### config.mk
export PLATFORM = sky130hd
export DESIGN_NAME = midi_stream_to_smf_track
export DESIGN_NICKNAME = d
export VERILOG_FILES = /design/src/msts_pkg.sv /design/src/midi_stream_to_smf_track.sv /design/src/msts_front.sv /design/src/msts_queue.sv /design/src/msts_back.sv
export VERILOG_INCLUDE_DIRS = /design/src /design/src/src
export SDC_FILE = /design/constraint.sdc
export NUM_CORES = 1
export LEC_CHECK = 0
export BUFFER_PORTS_ARGS = -buffer_cell sky130_fd_sc_hd__buf_4
export CORE_ASPECT_RATIO = 1.4
export CORE_MARGIN = 5
export CORE_UTILIZATION = 30
export CTS_BUF_LIST = sky130_fd_sc_hd__clkbuf_8
export DETAILED_ROUTE_END_ITERATION = 8
export HOLD_SLACK_MARGIN = 0.02
export PLACE_DENSITY_LB_ADDON = 0.25
export SLEW_MARGIN = 20
export SYNTH_ARGS = -nofsm -noshare
export SYNTH_HDL_FRONTEND = slang
export SYNTH_SLANG_ARGS = --single-unit
export TNS_END_PERCENT = 5
### constraint.sdc
create_clock -name clk -period 9.8 [get_ports clk]
set_input_delay 1.96 -clock clk [delete_from_list [all_inputs] [get_ports clk]]
set_output_delay 1.96 -clock clk [all_outputs]
set_load 0.05 [all_outputs]
### src/midi_stream_to_smf_track_assert.svh
// Assertion macros shared by the converter modules.
`ifndef MIDI_STREAM_TO_SMF_TRACK_ASSERT_SVH
`define MIDI_STREAM_TO_SMF_TRACK_ASSERT_SVH

// Same-cycle implication, checked outside reset.
`define MSTS_ASSERT_NOW(lbl, clk, rst, ante, cons) \
  lbl: assert property (@(posedge clk) disable iff (rst) (ante) |-> (cons)) \
    else $error("midi_stream_to_smf_track: assertion failed");

// Next-cycle implication, checked outside reset.
`define MSTS_ASSERT_NEXT(lbl, clk, rst, ante, cons) \
  lbl: assert property (@(posedge clk) disable iff (rst) (ante) |=> (cons)) \
    else $error("midi_stream_to_smf_track: assertion failed");

`endif

### src/msts_pkg.sv
// Package with shared types and constants of the MIDI stream to SMF track converter.
package msts_pkg;

  localparam int INDEX_BITS = 24;
  localparam int SUM_W      = ((INDEX_BITS > 30) ? INDEX_BITS : 30) + 1;
  localparam int CFG_W      = 24;
  localparam int QDEPTH     = 4;
  localparam int QPTR_W     = $clog2(QDEPTH);

  localparam logic [27:0] VLQ_MAX     = 28'hFFF_FFFF;
  localparam logic [7:0]  EVT_SHORT   = 8'h00;
  localparam logic [7:0]  EVT_TEMPO   = 8'h01;
  localparam logic [3:0]  CLASS_SYS   = 4'hF;
  localparam logic [3:0]  CLASS_PROG  = 4'hC;
  localparam logic [3:0]  CLASS_PRESS = 4'hD;
  localparam logic [7:0]  META_PREFIX = 8'hFF;
  localparam logic [7:0]  META_TEMPO  = 8'h51;
  localparam logic [7:0]  META_LEN    = 8'h03;
  localparam logic [7:0]  EOT_DELTA   = 8'h00;
  localparam logic [7:0]  EOT_TYPE    = 8'h2F;
  localparam logic [7:0]  EOT_LEN     = 8'h00;

  typedef enum logic [1:0] {
    KIND_NONE   = 2'd0,
    KIND_TEMPO  = 2'd1,
    KIND_SHORT2 = 2'd2,
    KIND_SHORT3 = 2'd3
  } kind_t;

  // One queued job: the bytes caused by one input word.
  typedef struct packed {
    logic        fin;
    kind_t       kind;
    logic [1:0]  grp;    // number of delta groups minus one
    logic [27:0] delta;
    logic [23:0] evt;
  } job_t;

  // Queue status seen by the input handshake and the back part.
  typedef struct packed {
    logic full;
    logic empty;
  } qstat_t;

endpackage

### src/midi_stream_to_smf_track.sv
// Top level of the MIDI stream data chunk to SMF track body converter.
//
//   channel   direction  handshake            payload
//   input     in         in_valid / in_stall  word[31:0], final_word
//   output    out        out_valid/out_stall  out_byte[7:0], last_of_run, track_done
//   config    in         APB write/read       data_words at byte address 0
//
// A word transfer is taken whenever the job queue has room; the front part parses it then.
// The back part sends one byte per cycle while the output is not stalled, with no gap between jobs;
// a word causes up to fourteen bytes, for a tempo event with a four-byte delta followed by end-of-track.
// With an empty queue its job is first written into the queue, then its first byte is registered
// at the output. Reset is synchronous and clears the parser, the queue and out_valid. A stalled
// output holds its byte while the front part takes words until the four-entry queue fills.
module midi_stream_to_smf_track (
  input  logic        clk,
  input  logic        rst,
  // Input channel
  input  logic        in_valid,
  output logic        in_stall,
  input  logic [31:0] word,
  input  logic        final_word,
  // Output channel
  output logic        out_valid,
  input  logic        out_stall,
  output logic [7:0]  out_byte,
  output logic        last_of_run,
  output logic        track_done,
  // Configuration port
  input  logic        psel,
  input  logic        penable,
  input  logic        pwrite,
  input  logic [1:0]  paddr,
  input  logic [31:0] pwdata,
  output logic [31:0] prdata,
  output logic        pready
);

  // Chunk size in words; block ends beyond it stop the conversion.
  logic [msts_pkg::CFG_W-1:0] data_words;

  logic             in_accept;
  logic             push;
  logic             pop;
  msts_pkg::job_t   push_job;
  msts_pkg::job_t   head;
  msts_pkg::qstat_t qstat;

  // There is a single register, so every word address within the port
  // selects it; the address bits are not decoded.
  assign pready = 1'b1;
  assign prdata = {{(32 - msts_pkg::CFG_W){1'b0}}, data_words};

  always_ff @(posedge clk) begin
    if (rst) begin
      data_words <= '0;
    end else if (psel && penable && pwrite && pready && (paddr[1:0] == paddr)) begin
      data_words <= pwdata[msts_pkg::CFG_W-1:0];
    end
  end

  // A transfer is taken whenever the queue can hold the job it may cause.
  assign in_stall  = qstat.full;
  assign in_accept = in_valid && !in_stall;

  msts_front u_front (
    .clk        (clk),
    .rst        (rst),
    .accept     (in_accept),
    .word       (word),
    .final_word (final_word),
    .data_words (data_words),
    .push       (push),
    .job        (push_job)
  );

  msts_queue u_queue (
    .clk      (clk),
    .rst      (rst),
    .push     (push),
    .push_job (push_job),
    .pop      (pop),
    .head     (head),
    .stat     (qstat)
  );

  msts_back u_back (
    .clk         (clk),
    .rst         (rst),
    .head        (head),
    .stat        (qstat),
    .pop         (pop),
    .out_valid   (out_valid),
    .out_stall   (out_stall),
    .out_byte    (out_byte),
    .last_of_run (last_of_run),
    .track_done  (track_done)
  );

endmodule

### src/msts_front.sv
// Front part: parses the stream words and queues the byte jobs they cause.
module msts_front (
  input  logic                 clk,
  input  logic                 rst,
  input  logic                 accept,
  input  logic [31:0]          word,
  input  logic                 final_word,
  input  logic [msts_pkg::CFG_W-1:0] data_words,
  output logic                 push,
  output msts_pkg::job_t       job
);

  typedef enum logic [7:0] {
    PH_COUNT = 8'b0000_0001,
    PH_TICK  = 8'b0000_0010,
    PH_SIZE  = 8'b0000_0100,
    PH_DELTA = 8'b0000_1000,
    PH_ID    = 8'b0001_0000,
    PH_EVENT = 8'b0010_0000,
    PH_SKIP  = 8'b0100_0000,
    PH_DONE  = 8'b1000_0000
  } phase_t;

  phase_t                        phase, phase_next;
  logic [31:0]                   blocks_left, blocks_left_next;
  logic [msts_pkg::INDEX_BITS-1:0] word_index, word_index_next;
  logic [msts_pkg::INDEX_BITS-1:0] block_end, block_end_next;
  logic [21:0]                   skip_words_left, skip_words_left_next;
  logic [31:0]                   now_ticks, now_ticks_next;
  logic [31:0]                   written_ticks, written_ticks_next;
  logic                          ended, ended_next;

  logic                          work;
  logic                          elem_done;
  logic [msts_pkg::INDEX_BITS-1:0] be_use;
  logic [msts_pkg::INDEX_BITS-1:0] widx_inc;
  logic [msts_pkg::INDEX_BITS-1:0] hdr;
  logic [msts_pkg::SUM_W-1:0]    blk_sum;
  logic [31:0]                   blocks_dec;
  logic [31:0]                   diff;
  logic [27:0]                   sat;
  logic [22:0]                   long_words;

  assign work     = accept && !ended;
  assign widx_inc = word_index + 1'b1;
  assign hdr      = word_index - 1'b1;
  assign blk_sum  = msts_pkg::SUM_W'(hdr) + msts_pkg::SUM_W'(word[31:2]);
  assign blocks_dec = (blocks_left != 32'd0) ? blocks_left - 32'd1 : blocks_left;
  assign diff     = now_ticks - written_ticks;
  assign sat      = (diff > 32'(msts_pkg::VLQ_MAX)) ? msts_pkg::VLQ_MAX : diff[27:0];
  assign long_words = 23'((25'(word[23:0]) + 25'd3) >> 2);

  always_comb begin
    phase_next           = phase;
    blocks_left_next     = blocks_left;
    word_index_next      = word_index;
    block_end_next       = block_end;
    skip_words_left_next = skip_words_left;
    now_ticks_next       = now_ticks;
    written_ticks_next   = written_ticks;
    ended_next           = ended;
    elem_done            = 1'b0;
    be_use               = block_end;
    job.fin              = 1'b0;
    job.kind             = msts_pkg::KIND_NONE;
    job.delta            = sat;
    job.evt              = word[23:0];
    job.grp              = (sat[27:21] != 7'd0) ? 2'd3 :
                           (sat[20:14] != 7'd0) ? 2'd2 :
                           (sat[13:7]  != 7'd0) ? 2'd1 : 2'd0;
    if (work) begin
      word_index_next = widx_inc;
      unique case (phase)
        PH_COUNT: begin
          blocks_left_next = word;
          phase_next = (word == 32'd0) ? PH_DONE : PH_TICK;
        end
        PH_TICK:  phase_next = PH_SIZE;
        PH_SIZE: begin
          if (blk_sum > msts_pkg::SUM_W'(data_words)) begin
            phase_next = PH_DONE;
          end else begin
            block_end_next = blk_sum[msts_pkg::INDEX_BITS-1:0];
            be_use         = blk_sum[msts_pkg::INDEX_BITS-1:0];
            elem_done      = 1'b1;
          end
        end
        PH_DELTA: begin
          now_ticks_next = now_ticks + word;
          phase_next     = PH_ID;
        end
        PH_ID:    phase_next = PH_EVENT;
        PH_EVENT: begin
          if (word[31]) begin
            if (long_words != 23'd0) begin
              skip_words_left_next = 22'(long_words - 23'd1);
              phase_next           = PH_SKIP;
            end else begin
              elem_done = 1'b1;
            end
          end else begin
            elem_done = 1'b1;
            if (word[31:24] == msts_pkg::EVT_TEMPO) begin
              job.kind = msts_pkg::KIND_TEMPO;
            end else if (word[31:24] == msts_pkg::EVT_SHORT &&
                         word[7:4] != msts_pkg::CLASS_SYS) begin
              job.kind = (word[7:4] == msts_pkg::CLASS_PROG ||
                          word[7:4] == msts_pkg::CLASS_PRESS) ?
                         msts_pkg::KIND_SHORT2 : msts_pkg::KIND_SHORT3;
            end
            if (job.kind != msts_pkg::KIND_NONE) begin
              written_ticks_next = now_ticks;
            end
          end
        end
        PH_SKIP: begin
          if (skip_words_left == 22'd0) begin
            elem_done = 1'b1;
          end else begin
            skip_words_left_next = skip_words_left - 22'd1;
          end
        end
        PH_DONE:  phase_next = PH_DONE;
        default:  phase_next = PH_DONE;
      endcase

      // The element ending at this word is complete: pick what follows.
      if (elem_done) begin
        if (widx_inc < be_use) begin
          phase_next = PH_DELTA;
        end else begin
          blocks_left_next = blocks_dec;
          phase_next = (blocks_dec == 32'd0) ? PH_DONE : PH_TICK;
        end
      end

      if (final_word) begin
        job.fin    = 1'b1;
        ended_next = 1'b1;
        phase_next = PH_DONE;
      end
    end
    push = work && (final_word || job.kind != msts_pkg::KIND_NONE);
  end

  always_ff @(posedge clk) begin
    if (rst) begin
      phase           <= PH_COUNT;
      blocks_left     <= '0;
      word_index      <= '0;
      block_end       <= '0;
      skip_words_left <= '0;
      now_ticks       <= '0;
      written_ticks   <= '0;
      ended           <= 1'b0;
    end else begin
      phase           <= phase_next;
      blocks_left     <= blocks_left_next;
      word_index      <= word_index_next;
      block_end       <= block_end_next;
      skip_words_left <= skip_words_left_next;
      now_ticks       <= now_ticks_next;
      written_ticks   <= written_ticks_next;
      ended           <= ended_next;
    end
  end

`include "midi_stream_to_smf_track_assert.svh"

  `MSTS_ASSERT_NEXT(a_ended_sticks, clk, rst, ended, ended)
  `MSTS_ASSERT_NOW(a_no_push_after_end, clk, rst, ended, !push)

endmodule

### src/msts_queue.sv
// Short job queue between the parsing front part and the byte serializer.
module msts_queue (
  input  logic             clk,
  input  logic             rst,
  input  logic             push,
  input  msts_pkg::job_t   push_job,
  input  logic             pop,
  output msts_pkg::job_t   head,
  output msts_pkg::qstat_t stat
);

  msts_pkg::job_t              slots [msts_pkg::QDEPTH];
  logic [msts_pkg::QPTR_W-1:0] wr_ptr, rd_ptr;
  logic [msts_pkg::QPTR_W:0]   count;

  assign stat.full  = (count == (msts_pkg::QPTR_W+1)'(msts_pkg::QDEPTH));
  assign stat.empty = (count == '0);
  assign head       = slots[rd_ptr];

  always_ff @(posedge clk) begin
    if (push) begin
      slots[wr_ptr] <= push_job;
    end
  end

  always_ff @(posedge clk) begin
    if (rst) begin
      wr_ptr <= '0;
      rd_ptr <= '0;
      count  <= '0;
    end else begin
      if (push) wr_ptr <= wr_ptr + 1'b1;
      if (pop)  rd_ptr <= rd_ptr + 1'b1;
      unique case ({push, pop})
        2'b10:   count <= count + 1'b1;
        2'b01:   count <= count - 1'b1;
        default: count <= count;
      endcase
    end
  end

`include "midi_stream_to_smf_track_assert.svh"

  `MSTS_ASSERT_NOW(a_no_overflow, clk, rst, stat.full, !push)
  `MSTS_ASSERT_NOW(a_no_underflow, clk, rst, stat.empty, !pop)

endmodule

### src/msts_back.sv
// Back part: turns queued jobs into track bytes, one byte per cycle unless the output stalls.
module msts_back (
  input  logic             clk,
  input  logic             rst,
  input  msts_pkg::job_t   head,
  input  msts_pkg::qstat_t stat,
  output logic             pop,
  output logic             out_valid,
  input  logic             out_stall,
  output logic [7:0]       out_byte,
  output logic             last_of_run,
  output logic             track_done
);

  typedef enum logic [2:0] {
    SEG_DELTA = 3'b001,
    SEG_BODY  = 3'b010,
    SEG_END   = 3'b100
  } seg_t;

  seg_t       seg, cur_seg, nxt_seg;
  logic [2:0] idx, cur_idx, nxt_idx;
  logic       started;
  logic       advance;
  logic [7:0] cur_byte;
  logic [2:0] body_last;
  logic       job_last;
  logic       is_eot;
  logic [6:0] group;

  assign advance = !stat.empty && (!out_valid || !out_stall);
  assign pop     = advance && job_last;

  always_comb begin
    if (started) begin
      cur_seg = seg;
      cur_idx = idx;
    end else if (head.kind != msts_pkg::KIND_NONE) begin
      cur_seg = SEG_DELTA;
      cur_idx = {1'b0, head.grp};
    end else begin
      cur_seg = SEG_END;
      cur_idx = 3'd0;
    end

    unique case (head.kind)
      msts_pkg::KIND_TEMPO:  body_last = 3'd5;
      msts_pkg::KIND_SHORT3: body_last = 3'd2;
      default:               body_last = 3'd1;
    endcase

    unique case (cur_idx[1:0])
      2'd0:    group = head.delta[6:0];
      2'd1:    group = head.delta[13:7];
      2'd2:    group = head.delta[20:14];
      default: group = head.delta[27:21];
    endcase

    cur_byte = 8'h00;
    nxt_seg  = cur_seg;
    nxt_idx  = cur_idx + 3'd1;
    unique case (cur_seg)
      SEG_DELTA: begin
        cur_byte = {cur_idx[1:0] != 2'd0, group};
        if (cur_idx[1:0] == 2'd0) begin
          nxt_seg = SEG_BODY;
          nxt_idx = 3'd0;
        end else begin
          nxt_idx = cur_idx - 3'd1;
        end
      end
      SEG_BODY: begin
        if (head.kind == msts_pkg::KIND_TEMPO) begin
          unique case (cur_idx)
            3'd0:    cur_byte = msts_pkg::META_PREFIX;
            3'd1:    cur_byte = msts_pkg::META_TEMPO;
            3'd2:    cur_byte = msts_pkg::META_LEN;
            3'd3:    cur_byte = head.evt[23:16];
            3'd4:    cur_byte = head.evt[15:8];
            default: cur_byte = head.evt[7:0];
          endcase
        end else begin
          unique case (cur_idx)
            3'd0:    cur_byte = head.evt[7:0];
            3'd1:    cur_byte = head.evt[15:8];
            default: cur_byte = head.evt[23:16];
          endcase
        end
        if (cur_idx == body_last) begin
          nxt_seg = SEG_END;
          nxt_idx = 3'd0;
        end
      end
      SEG_END: begin
        unique case (cur_idx[1:0])
          2'd0:    cur_byte = msts_pkg::EOT_DELTA;
          2'd1:    cur_byte = msts_pkg::META_PREFIX;
          2'd2:    cur_byte = msts_pkg::EOT_TYPE;
          default: cur_byte = msts_pkg::EOT_LEN;
        endcase
      end
      default: cur_byte = 8'h00;
    endcase

    is_eot   = (cur_seg == SEG_END) && (cur_idx == 3'd3);
    job_last = is_eot ||
               ((cur_seg == SEG_BODY) && (cur_idx == body_last) && !head.fin);
  end

  always_ff @(posedge clk) begin
    if (advance) begin
      out_byte    <= cur_byte;
      last_of_run <= job_last;
      track_done  <= is_eot;
      seg         <= nxt_seg;
      idx         <= nxt_idx;
    end
  end

  always_ff @(posedge clk) begin
    if (rst) begin
      out_valid <= 1'b0;
      started   <= 1'b0;
    end else begin
      if (advance) begin
        out_valid <= 1'b1;
        started   <= !job_last;
      end else if (!out_stall) begin
        out_valid <= 1'b0;
      end
    end
  end

`include "midi_stream_to_smf_track_assert.svh"

  `MSTS_ASSERT_NOW(a_done_ends_run, clk, rst, out_valid && track_done, last_of_run)

endmodule

Yosys cells after proc, flatten, opt, wreduce, memory -nomap -nowiden
Memories as Yosys holds them, arrays and structs flattened. A register that Yosys moved wholly into a read port is not among the register bits.
Cells that the tools add are included.
{"block": "word_totals", "inputBits": 74, "regBits": 224, "ramBits": 228, "wordCells": 182, "out_inout_bits": 45, "n_memories": 1}
{"memory": "u_queue.slots", "words": 4, "word_bits": 57, "read_ports": 1, "rd_clocked_by_memory_dff": 1, "wr": 1, "line_no": "msts_queue.sv:12", "text": "msts_pkg::job_t slots [msts_pkg::QDEPTH];"}
{"block": "classes", "n_reduce_logical": 45, "n_eq_ne": 34, "bitwise_logic": 1, "magnitude_cmp": 3, "mux": 64, "n_addsub": 15}
{"op": "$mux W32", "n": 4}
{"op": "$mux W24", "n": 3}
{"op": "$mux W8", "n": 9}
{"op": "$mux W22", "n": 3}
{"op": "$logic_not A32 Y1", "n": 2}
{"op": "$pmux W8 S7", "n": 1}
{"op": "$pmux W22 S2", "n": 1}
{"op": "$sub A22 B1 Y22 const B", "n": 2}
{"op": "$pmux W8 S5", "n": 1}
{"op": "$add A32 B32 Y32", "n": 1}
{"op": "$gt A32 B28 Y1 const B", "n": 1}
{"op": "$pmux W8 S2", "n": 2}
{"op": "$reduce_bool A32 Y1", "n": 1}
{"op": "$sub A32 B1 Y32 const B", "n": 1}
{"op": "$sub A32 B32 Y32", "n": 1}
{"op": "$add A24 B30 Y31", "n": 1}
{"op": "$gt A31 B24 Y1", "n": 1}
{"op": "$mux W28", "n": 1}
{"op": "$add A24 B2 Y25 const B", "n": 1}
{"op": "$add A24 B1 Y24 const B", "n": 1}
{"op": "$lt A24 B24 Y1", "n": 1}
{"op": "$mux W2", "n": 12}
{"op": "$mux W3", "n": 8}
{"op": "$pmux W3 S2", "n": 4}
{"op": "other kinds (42)", "n": 99}

Logic depth before layout (Yosys ltp)
Gate-level depths: netlist (run 1).
{"block": "logic_depth", "depth_word": 16, "ltp_mapped": 42, "mapped_depth_nobuf": 37}

By module
Synthesis (run 1) repeated with hierarchy kept, for this count alone.
{"block": "hier_totals", "cells_unflattened": 2971, "area_unflattened_um2": 28333.4}
{"mod": "msts_front", "n_inst": 1, "cells_per_inst": 2321, "area_each_um2": 16766.1, "seq_area_each_um2": 3503.4}
{"mod": "msts_queue", "n_inst": 1, "cells_per_inst": 344, "area_each_um2": 8652.0, "seq_area_each_um2": 7026.7}
{"mod": "msts_back", "n_inst": 1, "cells_per_inst": 189, "area_each_um2": 1735.4, "seq_area_each_um2": 520.5}
{"mod": "midi_stream_to_smf_track", "n_inst": 1, "cells_per_inst": 117, "area_each_um2": 1179.9, "seq_area_each_um2": 480.5}

Worst setup path after synthesis (run 1)
Ideal clock, no wire load.
{"block": "synth_path", "path_type": "input to register", "from": "in word[3]", "to": "reg u_front.blocks_left[13]", "setup_time_ps": 119, "slack_ps": 594, "t_required_ps": 9681, "t_arrival_ps": 9088, "path_stages": 36, "path_buffers": 3, "cell_sequence": "ha_1 -> a21o_1 -> a21oi_2 -> o31ai_2 -> o311a_1 -> nor2_1 -> o21ai_0 -> a21o_1 -> a21o_1 -> a21oi_1 -> xnor2_1 -> ha_1 -> nand3_1 -> nor4_1 -> a41oi_1 -> nor2_1 -> a41oi_1 -> nor4b_1 -> and4_1 -> buf_2 -> buf_4 -> mux2i_1 -> ha_1 -> and3_1 -> a221o_1 -> a21o_1 -> a21o_1 -> a211oi_1 -> o21a_1 -> o21ai_0 -> o21ai_0 -> a21oi_4 -> nand2_1 -> buf_2 -> nand2_2 -> o221a_2"}
{"block": "synth_between", "elab_chain_len": 8, "elab_cells_between_ends": 15, "cone_classes": "add/sub: 2; order compare: 2; mux: 10; reduce/logical: 1"}
{"element": "start: declaration", "line_no": "midi_stream_to_smf_track.sv:20", "text": "input logic [31:0] word,"}
{"element": "$add A24 B30 Y31", "line_no": "msts_front.sv:47", "text": "assign blk_sum = msts_pkg::SUM_W'(hdr) + msts_pkg::SUM_W'(word[31:2]);"}
{"element": "$gt A31 B24 Y1", "line_no": "msts_front.sv:80", "text": "if (blk_sum > msts_pkg::SUM_W'(data_words)) begin"}
{"element": "$mux W24", "line_no": "msts_front.sv:80"}
{"element": "$mux W24", "line_no": "msts_front.sv:73", "text": "unique case (phase)"}
{"element": "$mux W24", "line_no": "msts_front.sv:71", "text": "if (work) begin"}
{"element": "$lt A24 B24 Y1", "line_no": "msts_front.sv:129", "text": "if (widx_inc < be_use) begin"}
{"element": "$mux W32", "line_no": "msts_front.sv:129"}
{"element": "$mux W32 *", "line_no": "msts_front.sv:128", "text": "if (elem_done) begin"}
{"element": "end signal: assignment", "line_no": "msts_front.sv:158", "text": "blocks_left <= blocks_left_next;"}
{"element": "end: declaration", "line_no": "msts_front.sv:25", "text": "logic [31:0] blocks_left, blocks_left_next;"}
Mark *: on every way between the ends. The rest lies on a longest branch, timed or not. The select of a mux whose other input is x is not followed.
A chain may end at the register's enable or synchronous reset.

Worst setup path after layout (run 1)
{"block": "layout_path", "from": "in word[2]", "to": "reg u_front.blocks_left[16]"}
Same word-level chain as after synthesis.

==> results of run 1 <==
## sequential cells by signal (all words and copies together) (netlist names), 3 cells and up, named ones only
signal	cells
u_front.now_ticks	32
u_front.block_end	24
u_queue.slots	228
u_front.word_index	24
data_words	24
u_queue.count	3
u_back.out_byte	8
u_front.blocks_left	32
u_front.written_ticks	32
u_front.skip_words_left	22
u_back.idx	3
u_front.phase	8
u_back.seg	3
## cell usage in the layout, fill, tap and decap left out, drive strengths merged, types with 22 or more instances in the layout
master	instances
xnor2	78
nand3	50
edfxtp	244
nor4	31
nor3	56
mux4	57
clkbuf	83
nand2	379
mux2i	35
a211oi	44
inv	133
nand4	34
o21ai	107
dfxtp	210
a21o	60
buf	214
and2	22
nor2	231
a21oi	273
nor2b	25
and3	41
nand2b	24
clkinv	22
xor2	100
ha	156
or3	29
## cells in the mapped netlist (18+ instances only)
cell type	count	area (um2)
and3_1	41	257
a31oi_1	20	125
mux2i_1	35	350
a21o_1	60	450
dfxtp_1	210	4200
xor2_1	100	876
o21bai_1	18	135
or3_1	29	181
nor2_1	231	867
nand3_1	50	250
a211oi_1	44	330
nand2_1	378	1420
nand2b_1	24	150
and2_1	22	138
nor3_1	54	270
clkbuf_1	110	413
nor4_1	26	163
edfxtp_1	244	7330
inv_1	103	387
o21ai_0	102	510
o21a_1	20	150
nor2b_1	25	156
xnor2_1	78	683
a21oi_1	267	1340
mux4_2	57	1280
buf_1	20	75.1
nand4_1	34	213
ha_1	156	1950
## critical path: cells and delay by family
kind / cells / cell delay [ns]
compound gates: 15 / 3.13
xor+xnor: 1 / 0.13
fa+ha+maj: 4 / 1.09
buf+inv: 7 / 1.03
mux: 1 / 0.26
simple gates: 10 / 2.19
## per-stage QoR
stage | util, % | power (mW) | instances
2_1_floorplan | - | 2.84 | 2859
3_3_place_gp | 33.1 | 3.23 | 4105
3_5_place_dp | 33.1 | 3.24 | 4105
4_1_cts | 34.8 | 5.00 | 4245
5_1_grt | 34.8 | 5.18 | 4250
6_report | 34.8 | 4.92 | 4252
## layer usage
| layer | vias to the layer above | part of all wire, % | track usage (%) |
|---|---|---|---|
| li1 | 10800 | - | - |
| met5 | - | 0.036 | 0 |
| met3 | 143 | 3.2 | 2.12 |
| met2 | 412 | 53 | 30.1 |
| met4 | 2 | 4.0 | 6.99 |
| met1 | 10400 | 40 | 17.3 |
## layout make-up
cell class | instances | area [um2]
diodes | 7 | 17.5
well taps | 1188 | 1490
inverters | 104 | 390
clock buffers | 83 | 1140
fillers | 9271 | 58600
flip-flops and latches | 454 | 11500
repair buffers | 214 | 1640
clock inverters | 57 | 402
multi-input cells | 2145 | 14700
## power by group through the flow
| stage | logic (mW) | registers, mW | clock network, mW |
|---|---|---|---|
| global placement | 1.09 | 2.14 | 0 |
| CTS | 1.10 | 2.10 | 1.80 |
| global route | 1.20 | 2.11 | 1.87 |
| detailed placement | 1.09 | 2.14 | 0 |
| finish | 1.09 | 2.10 | 1.73 |
| floorplan | 0.679 | 2.16 | 0 |
## cells by family (layout without fill, tap and decap cells)
group	count (synthesis)	count (layout)	synth area share, %
simple gates	1002	1002	17.7
compound gates	701	701	16.7
flops	454	454	42.4
buf+inv	260	458	3.89
xor+xnor	178	178	5.73
fa+ha+maj	160	160	7.47
mux	95	95	6.13
other cells	2	16	0.0276
## worst paths after layout
check                                                 to  cells after the start
hold / removal    u_front.written_ticks[24]$_SDFFE_PP0P_                      2
setup / recovery    u_front.blocks_left[16]$_SDFFE_PP0P_                     38
setup reg to reg    u_front.blocks_left[16]$_SDFFE_PP0P_                     39
hold reg to reg   u_front.written_ticks[24]$_SDFFE_PP0P_                      2
==> reports/metrics.cfg, run 1 <==
[timing]
hold_viol = 0
fin_crit_sh_pct = 94.4
tightest_slew_ns = 1.07
max_slew_margin_pct = 28.4
fin_setup_tns_ns = 0
max_freq_ghz = 0.108
fin_worst_skew_ns = 0.0572
rsz0062_at_grt = no
hold_slack_ns = 0.451
setup_ws_ns = 0.545
finalMaxSlewViolations = 0
min_period_ns = 9.26
finalSetupViolations = 0

[power_and_ir_drop]
intPower_mw = 3.38
p_per_area_nw_per_um2 = 157
p_seq_share_pct = 42.7
power_frac_comb_pct = 22.1
p_leak_nw = 12.0
sw_frac_of_total_pct = 31.3
ir_drop_uv = 78.7
power_frac_clock_pct = 35.2
p_sw_mw = 1.54

[hold_path]
hold_path.class = reg2reg
worstHoldStart = u_front.written_ticks[24]$_SDFFE_PP0P_

[die]
dieArea_um2 = 96900
initial_core_util_pct = 30.2
core_area_um2 = 89900
ioPinCount = 119
die_h_um = 366
die_w_um = 265
rows = 130

[logic_synthesis]
netlist_area_um2 = 27200
yosys_warnings = 0
synth-seq-area-share_pct = 42.4
syn_avg_cell_area_um2 = 9.54
synth-edff-count = 244
synth_seq_cells = 454
synthFlopType = edfxtp_1
synthCells = 2852
ys_types = 98
async_flop_share_pct = 0

[critical_path]
cp.arrival_ns = 9.82
worstSetupStartpoint = word[2]
crit_slowest_cell = nor4b_1
startpoint_type = input pin
path_class = in2reg
critPathMaxFanout = 10
critPathMaxStageDelay_ns = 0.41
rr_startpoint = u_front.word_index[6]$_SDFFE_PP0P_
worstPathRequired_ns = 10.37
ff2ff_setup_slack_ns = 0.77
critPathMostFrequentCell = buf_4
endpoint_kind = register

[flow_run]
drv_cap = 0

[clock_network]
clkSinkCount = 454
htreeDepth = 3
cts_tree = yes
ctsResizeCount = 0
clock_latency_ns = 0.71
postCtsSetupBuffers = 0
max-clock-path-buffers = 3
cts_hold_buf = 0
clock-root-buffer = clkbuf_8
path_clk_slew_ns = 0.06
cts_buffers = 76

[detailed_routing]
via_count = 21700
drt-total-wl_um = 79700
postRouteAntennaNets = 0
avgViaCountPerCell = 5.11
wl_per_cell_um = 18.8
dr.first_iter.drc_count = 1170
drt_first_pass_iters = 5
drc = 0

[outcome]
status = complete, no violations

[layout]
final_layout_size_suffix_gt1_share_pct = 14.3
final_nets = 3229
synthToLayoutAreaGrowth_pct = 15.1
fin_area_um2 = 31300

[global_routing]
grt_pass1_wl_um = 122000
grt_usage_pct = 15.8
antenna_found_initial = 7
grt_max_degree = 85
grt_overflow = 0
grt_pass1_vias = 21400

[place]
port_buffers = 99
dpl_cell_area_um2 = 29700
place.gp.congestion = 0.848
post-place-ws_ns = -0.161
dp_hpwl_um = 58200

No activity file was read; power rests on OpenSTA's default activity.
==> run 2: changes to the inputs <==
Settings changed: ABC_CLOCK_PERIOD_IN_PS from default to 9800, GPL_TIMING_DRIVEN from default to 0.
==> run 2 against run 1 <==
Net effect: final cell count up 0.94%; global-route usage up 1.8 points; utilization rose by 0.19 points; critical endpoint is now u_front.blocks_left[24]$_SDFFE_PP0P_; largest cell class unchanged; largest power group unchanged.
==> reports/metrics.cfg, run 2 (same netlist as run 1, synthesis figures left out) <==
[outcome]
status = complete, no violations

[power_and_ir_drop]
p_per_area_nw_per_um2 = 160  ; +1.6%
ir_drop_uv = 83.7  ; +6.3%
p_leak_nw = 11.9  ; -1.0%

[clock_network]
clock_latency_ns = 0.71  ; about the same
cts_tree = yes
cts_buffers = 76  ; unchanged
htreeDepth = 3  ; unchanged
path_clk_slew_ns = 0.07  ; about the same
clock-root-buffer = clkbuf_8
clkSinkCount = 454  ; unchanged
max-clock-path-buffers = 3  ; unchanged
cts_hold_buf = 0  ; unchanged

[timing]
fin_crit_sh_pct = 96.3  ; +1.9 points
rsz0062_at_grt = no
tightest_slew_ns = 1.23  ; +0.161 ns
hold_viol = 0  ; unchanged
fin_worst_skew_ns = 0.0503  ; -0.00695 ns
min_period_ns = 9.44  ; +0.184 ns
fin_setup_tns_ns = 0  ; unchanged
hold_slack_ns = 0.453  ; +0.00205 ns
max_freq_ghz = 0.106  ; -1.9%
finalMaxSlewViolations = 0  ; unchanged
finalSetupViolations = 0  ; unchanged
max_slew_margin_pct = 17.9  ; -11 points

[detailed_routing]
dr.first_iter.drc_count = 1291  ; +10%
drc = 0  ; unchanged
via_count = 22200  ; +2.2%
drt-total-wl_um = 88100  ; +10%
wl_per_cell_um = 20.5  ; +9.4%
drt_first_pass_iters = 5  ; unchanged
postRouteAntennaNets = 0  ; unchanged
avgViaCountPerCell = 5.17  ; +1.3%

[critical_path]
path_class = in2reg
critPathMostFrequentCell = a21o_1
cp.arrival_ns = 10.00  ; +0.18 ns
critPathMaxFanout = 19  ; +9
critPathMaxStageDelay_ns = 0.44  ; +0.03 ns
startpoint_type = input pin
ff2ff_setup_slack_ns = 0.50  ; -0.27 ns
reg2reg_depth = 38  ; -2.6%
critPathBufInv = 3  ; -4
worstPathRequired_ns = 10.36  ; about the same
endpoint_kind = register
path_depth = 36  ; -5.3%
crit_slowest_cell = o311a_1
path_delay_family = compound AO/OA/AOI/OAI gates

[layout]
top_register = u_queue.slots
n_fill_cell = 9210  ; -0.66%
synthToLayoutAreaGrowth_pct = 15.7
final_common_cell = nand2_1
final_nets = 3276  ; +1.5%
final_layout_size_suffix_gt1_share_pct = 12.3  ; -2.0 points
final_util_pct = 35.0  ; +0.19 points
largest_register_ffs = 228  ; unchanged
final_cell_mix = 377 x nand2_1, 262 x a21oi_1, 244 x edfxtp_1

[place]
place.gp.congestion = 0.908  ; +7.0%
dp_hpwl_um = 66200  ; +14%
port_buffers = 97  ; -2.0%

[global_routing]
grt_pass1_wl_um = 134000  ; +9.6%
grt_overflow = 0  ; unchanged
antenna_found_initial = 2  ; -5
use_met3_pct = 2.27  ; +0.15 points
gr-max-usage-layer = met2
grt_max_degree = 45  ; -47%
grt_usage_pct = 17.6  ; +1.8 points
globalRouteMet2Util_pct = 33.4  ; +3.3 points
grt_pass1_vias = 22200  ; +4.0%
grtUsageMet1_pct = 19.4  ; +2.1 points

[die]
ioPinCount = 119  ; unchanged
die_w_um = 265  ; unchanged
initial_core_util_pct = 30.2  ; unchanged
die_h_um = 366  ; unchanged
rows = 130  ; unchanged
dieArea_um2 = 96900  ; unchanged
core_area_um2 = 89900  ; unchanged

[flow_run]
drv_cap = 0  ; unchanged

[hold_path]
holdPathStages = 2  ; unchanged
hold_path.class = reg2reg

run 2: changes by cell type in the layout (fill, tap and decap cells not counted), moves of 6 or more:
cell	before	now
buf_1	0	20
buf_2	0	7
buf_4	211	115
clkbuf_1	0	106
clkinv_1	9	15
inv_1	128	119
run 2: layout make-up:
class | count | area [um2] | area share, %
Antenna cell | 2 | 5.00 | 0.0159
Inverter | 104 | 394 | 1.25
Sequential cell | 454 | 11500 | 36.6
Clock buffer | 83 | 1140 | 3.63
Tap cell | 1188 | 1490 | 4.72
Multi-Input combinational cell | 2145 | 14900 | 47.2
Buffer | 152 | 669 | 2.13
Timing Repair Buffer | 109 | 910 | 2.89
Clock inverter | 55 | 484 | 1.54
run 2: worst reg2reg max path, delay by kind of cell (launching register included):
kind                       cells  cell delay (ns)
and+or+nand+nor               16             3.88
AOI/OAI and AO/OA             13             2.69
adders and majority gates      3             0.94
buffers and inverters          3             0.67
xor gates and xnor gates       2             0.41
DFF                            1             0.30
muxes                          1             0.27
run 2: metrics by stage:
step	power (mW)	cells	setup slack [ns]	cell area, um2
after CTS	5.07	4290	0.0570	31400
after global placement	3.18	4144	-2.50	29400
after floorplan	2.84	2859	0.594	27200
after global routing	5.27	4291	0.0458	31500
final	5.03	4292	0.361	31500
after detailed placement	3.19	4149	-2.38	29600
run 2: layer usage:
layer	part of all wire [%]	vias to the layer above
met2	53	529
met1	38	10600
li1	-	10800
met5	0	-
met3	4.0	206
met4	4.8	0
run 2: what timing repair did:
item | in CTS | in global routing
pin swaps | 7 | 6
endpoints found under the setup margin | 35 | 31
buffers inserted | 4 | 3
gates resized for setup | 27 | 20
run 2: power breakdown:
group	leakage [nW]	switching (mW)	internal [mW]	total, mW
Clock	0.886	0.863	0.986	1.85
Sequential	3.95	0.0379	2.06	2.10
Combinational	7.07	0.698	0.382	1.08
run 2: final timing paths:
check	startpoint	endpoint
max	word[3]	u_front.blocks_left[24]$_SDFFE_PP0P_
min	u_front.written_ticks[28]$_SDFFE_PP0P_	u_front.written_ticks[28]$_SDFFE_PP0P_
max reg2reg	u_front.word_index[6]$_SDFFE_PP0P_	u_front.blocks_left[24]$_SDFFE_PP0P_
min reg2reg	u_front.written_ticks[28]$_SDFFE_PP0P_	u_front.written_ticks[28]$_SDFFE_PP0P_
==> run 3: changes to the inputs <==
Settings changed: SETUP_SLACK_MARGIN from default to 0.5.
==> run 3 against run 2 <==
Net effect: sequential share of layout area down 0.49 points; non-clock buffer count up 23; register-to-register slack improved by 0.35 ns; die area is the same; hold slack hardly changed; highest routed layer unchanged; largest cell class unchanged; largest power group unchanged.
==> reports/metrics.cfg, run 3 (same netlist as run 1, synthesis figures left out) <==
[global_routing]
grt_overflow = 0  ; unchanged
antenna_found_initial = 2  ; unchanged
grt_usage_pct = 17.6  ; +0.024 points
grt_pass1_vias = 22200  ; +0.027%
grt_max_degree = 45  ; unchanged
grt_pass1_wl_um = 134000  ; +0.11%

[timing]
max_freq_ghz = 0.110  ; +3.4%
hold_slack_ns = 0.453  ; -0.000235 ns
fin_setup_tns_ns = 0  ; unchanged
tightest_slew_ns = 1.21  ; -0.0179 ns
hold_viol = 0  ; unchanged
finalMaxSlewViolations = 0  ; unchanged
min_period_ns = 9.13  ; -0.310 ns
max_slew_margin_pct = 19.1  ; +1.2 points
fin_crit_sh_pct = 93.1  ; -3.2 points
rsz0062_at_grt = yes
finalSetupViolations = 0  ; unchanged
fin_worst_skew_ns = 0.0551  ; +0.00481 ns

[critical_path]
critPathMostFrequentCell = buf_12
worstPathRequired_ns = 10.42  ; +0.06 ns
path_class = in2reg
critPathMaxFanout = 12  ; -7
path_delay_family = compound AO/OA/AOI/OAI gates
critPathBufInv = 6  ; +3
cp.arrival_ns = 9.75  ; -0.25 ns
critPathMaxStageDelay_ns = 0.48  ; +0.04 ns
crit_slowest_cell = o41ai_4
endpoint_kind = register
startpoint_type = input pin

[power_and_ir_drop]
sw_frac_of_total_pct = 31.9  ; +0.14 points
p_per_area_nw_per_um2 = 159  ; -0.29%
ir_drop_uv = 86.0  ; +2.9%
intPower_mw = 3.46  ; +0.86%
p_seq_share_pct = 41.3  ; -0.5 points
p_leak_nw = 12.1  ; +1.5%
power_frac_clock_pct = 36.4  ; -0.4 points
p_sw_mw = 1.62  ; +1.5%
total_power_mw = 5.08  ; +1.1%
power_frac_comb_pct = 22.3  ; +0.8 points

[die]
rows = 130  ; unchanged
dieArea_um2 = 96900  ; unchanged
core_area_um2 = 89900  ; unchanged
ioPinCount = 119  ; unchanged
die_h_um = 366  ; unchanged
die_w_um = 265  ; unchanged
initial_core_util_pct = 30.2  ; unchanged

[clock_network]
clock_latency_ns = 0.72  ; about the same
cts_tree = yes
clock-root-buffer = clkbuf_8
path_clk_slew_ns = 0.06  ; about the same
max-clock-path-buffers = 3  ; unchanged
clkSinkCount = 454  ; unchanged
htreeDepth = 3  ; unchanged
cts_buffers = 76  ; unchanged

[detailed_routing]
wl_met1_um = 33800  ; +0.70%
avgViaCountPerCell = 5.17  ; about the same
wl_met3_um = 3520  ; +1.2%
drt_first_pass_iters = 5  ; unchanged
routed.top_layer = met4
drt-total-wl_um = 88700  ; +0.75%
drc = 0  ; unchanged
via_count = 22300  ; +0.60%
wl_met2_um = 47200  ; +0.84%
dr.first_iter.drc_count = 1459  ; +13%
wl_per_cell_um = 20.6  ; +0.19%
postRouteAntennaNets = 0  ; unchanged

[layout]
final_cell_mix = 377 x nand2_1, 261 x a21oi_1, 244 x edfxtp_1
largest_register_ffs = 228  ; unchanged
final_nets = 3299  ; +0.70%
synthToLayoutAreaGrowth_pct = 17.3
final_common_cell = nand2_1
final_layout_size_suffix_gt1_share_pct = 13.8  ; +1.5 points
top_register = u_queue.slots

[place]
port_buffers = 97  ; unchanged
dp_hpwl_um = 66200  ; unchanged
place.gp.congestion = 0.908  ; unchanged

[hold_path]
hold_path.class = reg2reg

[outcome]
status = complete, no violations

[flow_run]
drv_cap = 0  ; unchanged

==> run 3: layout make-up <==
type | count | area (um2)
Buffer | 156 | 723
Timing Repair Buffer | 128 | 1080
Clock inverter | 55 | 484
Sequential cell | 454 | 11500
Multi-Input combinational cell | 2145 | 15100
Clock buffer | 83 | 1140
Antenna cell | 3 | 7.51
Inverter | 104 | 394
Fill cell | 9184 | 58000
Tap cell | 1188 | 1490
==> run 3: path summary, 6_finish.rpt <==
kind | slack (ns) | startpoint | endpoint | depth (start not counted)
worst max-delay path | 0.67 | word[2] | u_front.blocks_left[15]$_SDFFE_PP0P_ | 37
worst min-delay path | 0.45 | u_front.written_ticks[11]$_SDFFE_PP0P_ | u_front.written_ticks[11]$_SDFFE_PP0P_ | 2
worst max register to register | 0.85 | u_front.word_index[2]$_SDFFE_PP0P_ | u_front.blocks_left[15]$_SDFFE_PP0P_ | 41
worst min register to register | 0.45 | u_front.written_ticks[11]$_SDFFE_PP0P_ | u_front.written_ticks[11]$_SDFFE_PP0P_ | 2
==> run 3: tightest hold or removal path: stages, from the launching register on <==
cell and delay, ns:
dfxtp_1 0.30, nand2_1 0.05, a21oi_1 0.05
==> run 3: layer usage <==
| metal | up-vias | GRT usage [%] |
|---|---|---|
| li1 | 10900 | - |
| met1 | 10700 | 19.4 |
| met2 | 525 | 33.4 |
| met3 | 208 | 2.33 |
| met4 | 0 | 7.76 |
| met5 | - | 0 |
==> run 3: repair_timing <==
item / in CTS / in global routing
hold buffers: 0 / 0
buffers inserted: 7 / 19
setup endpoints to repair: 35 / 33
gates cloned: 0 / 0
resized for setup: 42 / 67
pin swaps: 13 / 25
==> run 3: metrics by stage <==
| step | utilization, % | instances | setup slack [ns] | cell area (um2) |
|---|---|---|---|---|
| final | 35.5 | 4316 | 0.672 | 31900 |
| after global placement | 32.7 | 4144 | -2.50 | 29400 |
| after detailed placement | 32.9 | 4149 | -2.38 | 29600 |
| after global routing | 35.5 | 4314 | 0.448 | 31900 |
| after CTS | 35.0 | 4294 | 0.510 | 31500 |
| after floorplan | - | 2859 | 0.594 | 27200 |
==> run 3: power groups by stage <==
stage                     combinational [mW]  sequential [mW]  clock, mW
after detailed placement                1.05             2.14          0
after global routing                    1.24             2.10       1.98
final                                   1.13             2.10       1.85
after CTS                               1.08             2.10       1.90
after global placement                  1.04             2.14          0
after floorplan                        0.679             2.16          0
